**config.mk**
```make
export PLATFORM = sky130hd
export DESIGN_NAME = escape_sequence_decoder_utf8_flat
export DESIGN_NICKNAME = d
export VERILOG_FILES = /design/src/hdl/esc_pkg.sv /design/src/hdl/esc_if.sv /design/src/hdl/esc_dec.sv /design/src/hdl/esc_ser.sv /design/src/hdl/escape_sequence_decoder_utf8.sv /design/src/flat_wrapper.sv
export SDC_FILE = /design/constraint.sdc
export NUM_CORES = 1
export LEC_CHECK = 0
export BUFFER_PORTS_ARGS = -buffer_cell sky130_fd_sc_hd__buf_4
export CAP_MARGIN = 0
export CELL_PAD_IN_SITES_DETAIL_PLACEMENT = 1
export CELL_PAD_IN_SITES_GLOBAL_PLACEMENT = 1
export CORE_AREA = 2 2 116 118
export DETAILED_ROUTE_END_ITERATION = 8
export DIE_AREA = 0 0 118 120
export PLACE_DENSITY_LB_ADDON = 0.15
export SYNTH_ARGS = -nofsm -noshare
export SYNTH_HDL_FRONTEND = slang
export SYNTH_SLANG_ARGS = --single-unit
```
**constraint.sdc**
```tcl
create_clock -name clk -period 14.9 [get_ports clk]
set_input_delay 0.745 -clock clk [delete_from_list [all_inputs] [get_ports clk]]
set_output_delay 0.745 -clock clk [all_outputs]
set_load 0.1 [all_outputs]
```
**src/hdl/esc_pkg.sv**
```systemverilog
// Shared types and constants for the escape sequence decoder.
package esc_pkg;

  // Largest number of output words that one input word can produce.
  localparam int MaxBurst = 4;

  // A group of decoded words from one input word, first word in data[0].
  typedef struct packed {
    logic [MaxBurst-1:0][7:0] data;
    logic [2:0]               cnt;
  } burst_t;

endpackage

```
**src/hdl/esc_if.sv**
```systemverilog
// Stream interfaces for the source string words and the decoded words.
interface esc_in_if;
  logic       valid;
  logic       ready;
  logic [7:0] in_byte;
  logic       final_byte;

  modport source (output valid, output in_byte, output final_byte, input ready);
  modport sink (input valid, input in_byte, input final_byte, output ready);
endinterface

interface esc_out_if;
  logic       valid;
  logic       ready;
  logic [7:0] out_byte;
  logic       run_last;

  modport source (output valid, output out_byte, output run_last, input ready);
  modport sink (input valid, input out_byte, input run_last, output ready);
endinterface

```
**src/hdl/esc_dec.sv**
```systemverilog
// Escape decoder: sequence state registers and the per-word decode logic.
module esc_dec (
  input  logic            clk,
  input  logic            rst,
  input  logic            step,
  input  logic [7:0]      in_byte,
  input  logic            final_byte,
  output esc_pkg::burst_t burst
);

  localparam logic [2:0] MODE_NORMAL = 3'd0;
  localparam logic [2:0] MODE_ESC    = 3'd1;
  localparam logic [2:0] MODE_OCT    = 3'd2;
  localparam logic [2:0] MODE_HEX    = 3'd3;
  localparam logic [2:0] MODE_UNI    = 3'd4;

  localparam logic [7:0] CH_BSL = 8'h5C;
  localparam logic [7:0] CH_SQ  = 8'h27;
  localparam logic [7:0] CH_DQ  = 8'h22;
  localparam logic [7:0] CH_A   = 8'h61;
  localparam logic [7:0] CH_B   = 8'h62;
  localparam logic [7:0] CH_F   = 8'h66;
  localparam logic [7:0] CH_N   = 8'h6E;
  localparam logic [7:0] CH_R   = 8'h72;
  localparam logic [7:0] CH_T   = 8'h74;
  localparam logic [7:0] CH_V   = 8'h76;
  localparam logic [7:0] CH_LE  = 8'h65;
  localparam logic [7:0] CH_UE  = 8'h45;
  localparam logic [7:0] CH_X   = 8'h78;
  localparam logic [7:0] CH_LU  = 8'h75;
  localparam logic [7:0] CH_UU  = 8'h55;
  localparam logic [7:0] CH_ESC = 8'h1B;

  // Encode a code point as UTF-8, or as the bare letter when it is not valid.
  function automatic esc_pkg::burst_t utf8_enc(input logic [31:0] cp, input logic lf);
    esc_pkg::burst_t b;
    b.data = '0;
    if (cp > 32'h0010_FFFF || (cp >= 32'h0000_D800 && cp <= 32'h0000_DFFF)) begin
      b.data[0] = lf ? CH_UU : CH_LU;
      b.cnt     = 3'd1;
    end else if (cp <= 32'h0000_007F) begin
      b.data[0] = cp[7:0];
      b.cnt     = 3'd1;
    end else if (cp <= 32'h0000_07FF) begin
      b.data[0] = 8'hC0 | {3'b000, cp[10:6]};
      b.data[1] = 8'h80 | {2'b00, cp[5:0]};
      b.cnt     = 3'd2;
    end else if (cp <= 32'h0000_FFFF) begin
      b.data[0] = 8'hE0 | {4'b0000, cp[15:12]};
      b.data[1] = 8'h80 | {2'b00, cp[11:6]};
      b.data[2] = 8'h80 | {2'b00, cp[5:0]};
      b.cnt     = 3'd3;
    end else begin
      b.data[0] = 8'hF0 | {5'b00000, cp[20:18]};
      b.data[1] = 8'h80 | {2'b00, cp[17:12]};
      b.data[2] = 8'h80 | {2'b00, cp[11:6]};
      b.data[3] = 8'h80 | {2'b00, cp[5:0]};
      b.cnt     = 3'd4;
    end
    return b;
  endfunction

  logic [2:0]  mode;
  logic [2:0]  mode_next;
  logic [31:0] acc;
  logic [31:0] acc_next;
  logic [3:0]  dig;
  logic [3:0]  dig_next;
  logic        long_form;
  logic        long_form_next;

  logic        is_hex;
  logic        is_oct;
  logic [3:0]  hval;
  logic [31:0] acc_oct;
  logic [31:0] acc_uni;
  logic [3:0]  dig_inc;
  logic [3:0]  need;
  logic [7:0]  letter_u;
  logic        do_fresh;

  // Classify the incoming word as a hex or octal digit.
  always_comb begin
    is_hex = 1'b1;
    hval   = in_byte[3:0];
    if (in_byte inside {[8'h30:8'h39]}) begin
      hval = in_byte[3:0];
    end else if (in_byte inside {[8'h41:8'h46], [8'h61:8'h66]}) begin
      hval = in_byte[3:0] + 4'd9;
    end else begin
      is_hex = 1'b0;
    end
    is_oct = in_byte inside {[8'h30:8'h37]};
  end

  assign acc_oct  = {acc[28:0], in_byte[2:0]};
  assign acc_uni  = {acc[27:0], hval};
  assign dig_inc  = dig + 4'd1;
  assign need     = long_form ? 4'd8 : 4'd4;
  assign letter_u = long_form ? CH_UU : CH_LU;

  // Decode one word: the words it produces and the sequence state it leaves.
  always_comb begin
    burst          = '0;
    mode_next      = MODE_NORMAL;
    acc_next       = '0;
    dig_next       = '0;
    long_form_next = 1'b0;
    do_fresh       = 1'b0;
    case (mode)
      MODE_ESC: begin
        burst.cnt = 3'd1;
        case (in_byte)
          CH_A:   burst.data[0] = 8'h07;
          CH_B:   burst.data[0] = 8'h08;
          CH_F:   burst.data[0] = 8'h0C;
          CH_N:   burst.data[0] = 8'h0A;
          CH_R:   burst.data[0] = 8'h0D;
          CH_T:   burst.data[0] = 8'h09;
          CH_V:   burst.data[0] = 8'h0B;
          CH_BSL, CH_SQ, CH_DQ: burst.data[0] = in_byte;
          CH_LE, CH_UE: burst.data[0] = CH_ESC;
          CH_X: begin
            if (final_byte) begin
              burst.data[0] = in_byte;
            end else begin
              burst.cnt = 3'd0;
              mode_next = MODE_HEX;
            end
          end
          CH_LU, CH_UU: begin
            if (final_byte) begin
              burst.data[0] = in_byte;
            end else begin
              burst.cnt      = 3'd0;
              mode_next      = MODE_UNI;
              long_form_next = (in_byte == CH_UU);
            end
          end
          default: begin
            if (is_oct) begin
              if (final_byte) begin
                burst.data[0] = {5'b00000, in_byte[2:0]};
              end else begin
                burst.cnt = 3'd0;
                mode_next = MODE_OCT;
                acc_next  = {29'd0, in_byte[2:0]};
                dig_next  = 4'd1;
              end
            end else begin
              // Unknown escape passes through with its backslash.
              burst.data[0] = CH_BSL;
              burst.data[1] = in_byte;
              burst.cnt     = 3'd2;
            end
          end
        endcase
      end
      MODE_OCT: begin
        if (is_oct) begin
          if (dig_inc >= 4'd3 || final_byte) begin
            burst.data[0] = acc_oct[7:0];
            burst.cnt     = 3'd1;
          end else begin
            mode_next = MODE_OCT;
            acc_next  = acc_oct;
            dig_next  = dig_inc;
          end
        end else begin
          burst.data[0] = acc[7:0];
          burst.cnt     = 3'd1;
          do_fresh      = 1'b1;
        end
      end
      MODE_HEX: begin
        if (is_hex) begin
          if (dig == 4'd0) begin
            if (final_byte) begin
              burst.data[0] = {4'h0, hval};
              burst.cnt     = 3'd1;
            end else begin
              mode_next = MODE_HEX;
              acc_next  = {28'd0, hval};
              dig_next  = 4'd1;
            end
          end else begin
            burst.data[0] = {acc[3:0], hval};
            burst.cnt     = 3'd1;
          end
        end else begin
          // A hex escape with no digit gives back the letter x in place of a value.
          burst.data[0] = (dig == 4'd0) ? CH_X : acc[7:0];
          burst.cnt     = 3'd1;
          do_fresh      = 1'b1;
        end
      end
      MODE_UNI: begin
        if (is_hex) begin
          if (dig_inc >= need) begin
            burst = utf8_enc(acc_uni, long_form);
          end else if (final_byte) begin
            burst.data[0] = letter_u;
            burst.cnt     = 3'd1;
          end else begin
            mode_next      = MODE_UNI;
            acc_next       = acc_uni;
            dig_next       = dig_inc;
            long_form_next = long_form;
          end
        end else begin
          burst.data[0] = letter_u;
          burst.cnt     = 3'd1;
          do_fresh      = 1'b1;
        end
      end
      default: do_fresh = 1'b1;
    endcase

    // The word that ends a sequence, or any word in normal mode, starts afresh.
    if (do_fresh) begin
      if (in_byte == CH_BSL && !final_byte) begin
        mode_next = MODE_ESC;
      end else begin
        burst.data[burst.cnt[1:0]] = in_byte;
        burst.cnt = burst.cnt + 3'd1;
      end
    end
  end

  // Sequence state advances once per decoded word.
  always_ff @(posedge clk) begin
    if (rst) begin
      mode      <= MODE_NORMAL;
      acc       <= '0;
      dig       <= '0;
      long_form <= 1'b0;
    end else if (step) begin
      mode      <= mode_next;
      acc       <= acc_next;
      dig       <= dig_next;
      long_form <= long_form_next;
    end
  end

  a_idle_clear: assert property (@(posedge clk) disable iff (rst)
    (mode == MODE_NORMAL || mode == MODE_ESC) |-> (dig == 4'd0 && acc == 32'd0 && !long_form))
    else $error("idle or escape state holds stale digits");

  a_oct_count: assert property (@(posedge clk) disable iff (rst)
    mode == MODE_OCT |-> (dig == 4'd1 || dig == 4'd2))
    else $error("octal digit count out of range");

  a_uni_count: assert property (@(posedge clk) disable iff (rst)
    mode == MODE_UNI |-> dig < need)
    else $error("unicode sequence kept past its digit count");

  a_burst_size: assert property (@(posedge clk) disable iff (rst)
    burst.cnt <= 3'd4)
    else $error("decoded group larger than four words");

endmodule

```
**src/hdl/esc_ser.sv**
```systemverilog
// Result register that hands out a decoded group one word per cycle while out_stream is ready.
module esc_ser (
  input  logic            clk,
  input  logic            rst,
  input  logic            load,
  input  esc_pkg::burst_t burst,
  output logic            free,
  esc_out_if.source       out_stream
);

  esc_pkg::burst_t hold;
  logic [1:0]      idx;
  logic            busy;
  logic            last;
  logic            take;

  assign last                = ({1'b0, idx} == hold.cnt - 3'd1);
  assign take                = busy && out_stream.ready;
  assign free                = !busy || (take && last);
  assign out_stream.valid    = busy;
  assign out_stream.out_byte = hold.data[idx];
  assign out_stream.run_last = last;

  // Control: load a new group once the current one has gone out.
  always_ff @(posedge clk) begin
    if (rst) begin
      busy <= 1'b0;
      idx  <= '0;
    end else if (free) begin
      busy <= load;
      idx  <= '0;
    end else if (take) begin
      idx <= idx + 2'd1;
    end
  end

  // Payload of the group being sent.
  always_ff @(posedge clk) begin
    if (free && load) begin
      hold <= burst;
    end
  end

  a_busy_count: assert property (@(posedge clk) disable iff (rst)
    busy |-> (hold.cnt != 3'd0 && {1'b0, idx} < hold.cnt))
    else $error("word index outside the held group");

  a_keep_group: assert property (@(posedge clk) disable iff (rst)
    (take && !last) |=> (busy && idx == $past(idx) + 2'd1))
    else $error("group dropped before its last word");

endmodule

```
**src/hdl/escape_sequence_decoder_utf8.sv**
```systemverilog
// Decodes C-style backslash escapes in a byte string into bytes, with \u and
// \U code points sent as UTF-8. One input word is taken per cycle into an
// input register while the input side is not held; it is decoded there
// combinationally and its 0 to 4 output words go to a result register, from
// which the first output word is offered. The result register sends one word
// per cycle while out_stream is ready, so an input that yields n words (n up
// to 4) holds the input side until the last of them is leaving; an input that
// yields no word moves on without waiting.
// run_last marks the last output word caused by an input word.
module escape_sequence_decoder_utf8 (
  input  logic      clk,
  input  logic      rst,
  esc_in_if.sink    in_stream,
  esc_out_if.source out_stream
);

  logic            iv;
  logic [7:0]      ib;
  logic            ifin;
  logic            adv;
  logic            ser_free;
  esc_pkg::burst_t burst;

  // The input word moves on when the result register can take its group, or when it yields no word.
  assign adv             = iv && (ser_free || burst.cnt == 3'd0);
  assign in_stream.ready = !iv || adv;

  // Input register control.
  always_ff @(posedge clk) begin
    if (rst) begin
      iv <= 1'b0;
    end else if (in_stream.ready) begin
      iv <= in_stream.valid;
    end
  end

  // Input register payload.
  always_ff @(posedge clk) begin
    if (in_stream.ready && in_stream.valid) begin
      ib   <= in_stream.in_byte;
      ifin <= in_stream.final_byte;
    end
  end

  esc_dec u_dec (
    .clk        (clk),
    .rst        (rst),
    .step       (adv),
    .in_byte    (ib),
    .final_byte (ifin),
    .burst      (burst)
  );

  esc_ser u_ser (
    .clk        (clk),
    .rst        (rst),
    .load       (adv && burst.cnt != 3'd0),
    .burst      (burst),
    .free       (ser_free),
    .out_stream (out_stream)
  );

endmodule
```
**src/flat_wrapper.sv**
```systemverilog
// flat-port wrapper written by rule: the top's interface ports become plain ports
module escape_sequence_decoder_utf8_flat 
  (clk, rst, in_stream_valid, in_stream_in_byte, in_stream_final_byte, in_stream_ready, out_stream_valid, out_stream_out_byte, out_stream_run_last, out_stream_ready);
  esc_in_if in_stream_i ();
  esc_out_if out_stream_i ();
  input  logic clk;
  input  logic rst;
  input wire logic [$bits(in_stream_i.valid)-1:0] in_stream_valid;
  input wire logic [$bits(in_stream_i.in_byte)-1:0] in_stream_in_byte;
  input wire logic [$bits(in_stream_i.final_byte)-1:0] in_stream_final_byte;
  output wire logic [$bits(in_stream_i.ready)-1:0] in_stream_ready;
  output wire logic [$bits(out_stream_i.valid)-1:0] out_stream_valid;
  output wire logic [$bits(out_stream_i.out_byte)-1:0] out_stream_out_byte;
  output wire logic [$bits(out_stream_i.run_last)-1:0] out_stream_run_last;
  input wire logic [$bits(out_stream_i.ready)-1:0] out_stream_ready;
  assign in_stream_i.valid = in_stream_valid;
  assign in_stream_i.in_byte = in_stream_in_byte;
  assign in_stream_i.final_byte = in_stream_final_byte;
  assign in_stream_ready = in_stream_i.ready;
  assign out_stream_valid = out_stream_i.valid;
  assign out_stream_out_byte = out_stream_i.out_byte;
  assign out_stream_run_last = out_stream_i.run_last;
  assign out_stream_i.ready = out_stream_ready;
  escape_sequence_decoder_utf8 u_core (.clk(clk), .rst(rst), .in_stream(in_stream_i), .out_stream(out_stream_i));
endmodule
```
==> impl_summary.md <==
Run status
The run finished with clean final reports.

CTS
In this run the number of H-tree levels came out at 3. The sink count of the clock tree is 84. The maximum count of clock buffers along a single path is 2. The number of buffers created by CTS is 9. Clock latency on the worst-skew pair, taken at its later pin, is 0.36 ns. The post-cts resize count is 0. The clock root buffer is sky130_fd_sc_hd__clkbuf_16.

TritonCTS built the clock tree. After clock tree synthesis, the flow added hold-fix buffers numbering 0. The number of buffers added for setup after CTS is 0.

The clock slew seen by the registers of the worst setup and hold paths is 0.07 ns.

Layout
The count of inserted antenna diode cells is 0. The number of standard cells in the final layout excluding fillers is 844. The number of filler instances in the final layout is 1527. Relative to the synthesized area, the layout overhead comes to 7.55%. The net count of the finished layout is 690.

In the final layout, the share of cells above drive strength 1 is 0.141. Measured on the finished design, the core utilization comes to 0.500.

Flow run
Max-cap violations in this run came to 0.

Yosys
The number of synthesized register bits is 84. Of all cell types, the one taking the most synthesized area is sky130_fd_sc_hd__edfxtp_1. Synthesis produced a netlist with a net count of 705. The primary flip-flop cell chosen by synthesis mapping is sky130_fd_sc_hd__edfxtp_1. Of the synthesized area, sequential elements account for 0.352. The share of synthesized area in the top cell type comes to 0.219. The post-synthesis instance total is 678.

In this run, distinct cell masters in the synthesized netlist total 77. The mapped netlist covers 6030 sq um. Yosys mapped a number of flops with a built-in enable equal to 44. Yosys printed 0 warnings.

Averaged over all synthesized cells, the footprint is 8.89 sq um. Sorting the synthesized cells by area gives the leading types as sky130_fd_sc_hd__edfxtp_1, sky130_fd_sc_hd__dfxtp_1, sky130_fd_sc_hd__mux2_4. The share of async-settable or async-resettable flops after synthesis is 0.

Timing
The minimum clock period is 6.03 ns. Setup repair after global routing left no endpoint under its margin. The max-slew violation count is 0. The total count of hold-check failures in the final report is 0. Setup violations remaining at the end of the flow were counted as 0. In the finished design, the share of the clock period the worst path needs comes to 0.405. The final sum of negative setup slack is 0 ns.

The worst-margin pin slew is 1.16 ns. The maximum clock skew at final layout is 0.00928 ns. The highest clock frequency the design can meet is 0.166 GHz.

The final worst setup slack is 8.87 ns. Measured against its own limit, the worst slew margin works out to 0.223.

Setup path
The kind of launch point of the worst setup path is a register. The required time of the worst setup path is 14.16 ns. Walking the worst path, the cells encountered are inv_1 > ha_1 > or4b_1 > nor4b_4 > a311oi_4 > nor2_1 > nand2_1 > o31ai_1 > inv_1 > ha_1 > nor3_1 > nand3b_1 > mux2_4 > o211ai_1 > buf_4. For this design, the slowest cell found on the critical path is sky130_fd_sc_hd__edfxtp_1. The kind of end point of the critical path is a primary output. The critical path is of the register to primary output type. At the worst endpoint, the arrival time is 5.29 ns.

The number of cells on the worst reg-to-reg path is 15. In this run the worst path has a maximum fanout of 15. The delay contributed by the slowest stage of the critical path is 0.70 ns.

Global routing
The first global-routing pass estimated 30200 microns of wire. The via count of the first global-routing pass is 5323. The initial antenna violation count came to 0. Entering global routing, the biggest net connects 61 pins. For this run, the total global-route usage over all layers was measured as 0.275. The total grt overflow is 0.

Power and ir drop
The clock network fraction of design power is 0.356. Power spread over the standard cell area amounts to 96.6 nW/um^2. Of the total power, registers draw 0.435. The internal power of the cells totals 0.428 mW. IR analysis of the VDD net gives a maximum drop of 0.0584 mV. Of the total power, combinational logic draws 0.209.

Of the total power, the share spent switching nets is 0.318. The total design power is 0.627 mW. In this run the static leakage power is 2.42 nW.

Summed over all nets, the switching power comes to 0.199 mW.

Placement
The placer congestion estimate is 0.931. The HPWL after detailed placement is 13500 microns. The placed cell count is 828.

In this run the tool buffered the top-level ports with 23 buffer cells. Timing analysis after detailed placement gives a worst setup slack of 9.33 ns.

Routing
The total routed wirelength is 18800 microns. Summing over every cut layer, the via total after detailed routing is 5303. The number of antenna-violating nets in the routed design is 0. Dividing the detail-routed wire length by the instance count gives 22.3 microns. In the routed layout, each cell is associated on average with a via count of 6.28. For this run, the detailed router's first-pass iteration total came to 5. For this run, design rule violations remaining after detail routing come to 0.

The number of design-rule violations left by the first detailed-router iteration is 416.

Floorplanning
The full die area is 14200 sq um. The die is 120 microns tall. The core area is 13000 sq um. The initialized floorplan defines 42 standard-cell rows. The initial utilization of the core area, before any placement, comes to 0.465. From left edge to right edge, the die measures 118 microns. 24 I/O pins were placed.

Min path
In this run the worst hold path is classified as register to register. Counting instances, the worst hold path has a depth of 2.
==> per-stage QoR <==
stage / hold WS (ns) / instance area, sq um
4_1_cts: 0.542 / 6490
3_5_place_dp: 0.533 / 6200
6_report: 0.540 / 6490
5_1_grt: 0.555 / 6490
3_3_place_gp: 0.511 / 6200
2_1_floorplan: 0.484 / 6030
==> critical path: cells and delay by family, from the launching register on <==
family / cells / cell delay, ns
AOI/OAI and AO/OA: 3 / 1.08
adders and majority gates: 2 / 0.54
buffers and inverters: 3 / 0.64
DFF: 1 / 0.70
muxes: 1 / 0.32
and+or+nand+nor: 6 / 1.64
==> logic make-up (layout without fill, tap and decap cells) <==
family,count (synthesis),after routing,share of synthesized area
compound gates,189,189,0.217
xor+xnor,9,9,0.0131
fa+ha+maj,14,14,0.0290
buf+inv,76,66,0.0591
flops,84,84,0.352
mux,44,44,0.111
simple gates,262,262,0.219
==> Yosys cell counts, types with 4 or more instances <==
cell type                    n
sky130_fd_sc_hd__inv_1      20
sky130_fd_sc_hd__o21ai_0    33
sky130_fd_sc_hd__nor2_1     77
sky130_fd_sc_hd__o21a_1      5
sky130_fd_sc_hd__o2111ai_1   5
sky130_fd_sc_hd__mux2i_1     8
sky130_fd_sc_hd__clkbuf_1   41
sky130_fd_sc_hd__a21oi_1    47
sky130_fd_sc_hd__a211oi_1    7
sky130_fd_sc_hd__o22ai_1     6
sky130_fd_sc_hd__mux4_2      8
sky130_fd_sc_hd__a31oi_1     8
sky130_fd_sc_hd__mux2_4     25
sky130_fd_sc_hd__or2_2       4
sky130_fd_sc_hd__xnor2_1     5
sky130_fd_sc_hd__o211ai_1    6
sky130_fd_sc_hd__a22o_1      4
sky130_fd_sc_hd__xor2_1      4
sky130_fd_sc_hd__nand2b_1    8
sky130_fd_sc_hd__nand3_1    13
sky130_fd_sc_hd__nor2b_1    29
sky130_fd_sc_hd__a21o_1      5
sky130_fd_sc_hd__and2_1      5
sky130_fd_sc_hd__ha_1       14
sky130_fd_sc_hd__a22oi_1    25
sky130_fd_sc_hd__dfxtp_1    40
sky130_fd_sc_hd__and3_1      6
sky130_fd_sc_hd__nand2_1    69
sky130_fd_sc_hd__edfxtp_1   44
sky130_fd_sc_hd__nor3_1     16
sky130_fd_sc_hd__nor4_1      6
sky130_fd_sc_hd__o31ai_1     6
sky130_fd_sc_hd__buf_2       4
sky130_fd_sc_hd__buf_1       5
==> final timing paths <==
check                                         from  slack [ns]                               end
setup reg to reg            u_core.ib[1]$_DFFE_PP_        9.36  u_core.u_dec.dig[0]$_SDFFE_PP0P_
hold reg to reg   u_core.u_dec.dig[1]$_SDFFE_PP0P_        0.54  u_core.u_dec.dig[1]$_SDFFE_PP0P_
setup / recovery            u_core.ib[1]$_DFFE_PP_        8.87                   in_stream_ready
hold / removal    u_core.u_dec.dig[1]$_SDFFE_PP0P_        0.54  u_core.u_dec.dig[1]$_SDFFE_PP0P_
==> power by group through the flow <==
stage	registers (mW)	logic [mW]	clock network, mW
2_1_floorplan	0.271	0.105	0
3_3_place_gp	0.276	0.127	0
3_5_place_dp	0.277	0.130	0
4_1_cts	0.272	0.130	0.225
5_1_grt	0.274	0.141	0.235
6_report	0.273	0.131	0.223
==> layout by cell type (no fill, tap or decap), drive strengths merged, types with 6 or more instances in the layout <==
cell type	instances
o211ai	6
o22ai	6
o31ai	6
and2	7
nor4	6
a211oi	7
mux2	28
mux2i	8
mux4	8
nand2	69
a31oi	8
a21oi	47
edfxtp	44
a22oi	25
inv	21
nor3	18
nor2	77
nand3	13
nor2b	29
buf	30
dfxtp	40
and3	6
o21ai	34
nand2b	8
clkbuf	10
ha	14
==> layout make-up <==
| cell class | count | area [sq um] | area share |
|---|---|---|---|
| multi-input cells | 518 | 3560 | 0.549 |
| flip-flops and latches | 84 | 2120 | 0.327 |
| clock buffers | 10 | 229 | 0.0353 |
| repair buffers | 30 | 225 | 0.0347 |
| well taps | 176 | 220 | 0.0340 |
| inverters | 20 | 75.1 | 0.0116 |
| clock inverters | 6 | 53.8 | 0.00829 |
==> routing by layer <==
layer	vias up	wire length, microns	track usage	share of wire
li1	2465	-	-	-
met1	2681	8700	0.376	0.46
met2	136	8960	0.446	0.48
met3	21	823	0.0437	0.044
met4	0	308	0.0873	0.016
met5	-	0	0	0
==> registers in the layout, indices dropped and copies added (netlist names) <==
| signal | count |
|---|---|
| u_core.u_ser.out_stream.valid | 1 |
| u_core.u_dec.dig | 4 |
| u_core.u_dec.mode | 3 |
| u_core.ib | 8 |
| u_core.u_dec.long_form | 1 |
| u_core.iv | 1 |
| u_core.u_ser.hold | 35 |
| u_core.u_dec.acc | 28 |
| u_core.u_ser.idx | 2 |
| u_core.ifin | 1 |
Power figures use the tool's default switching activity.
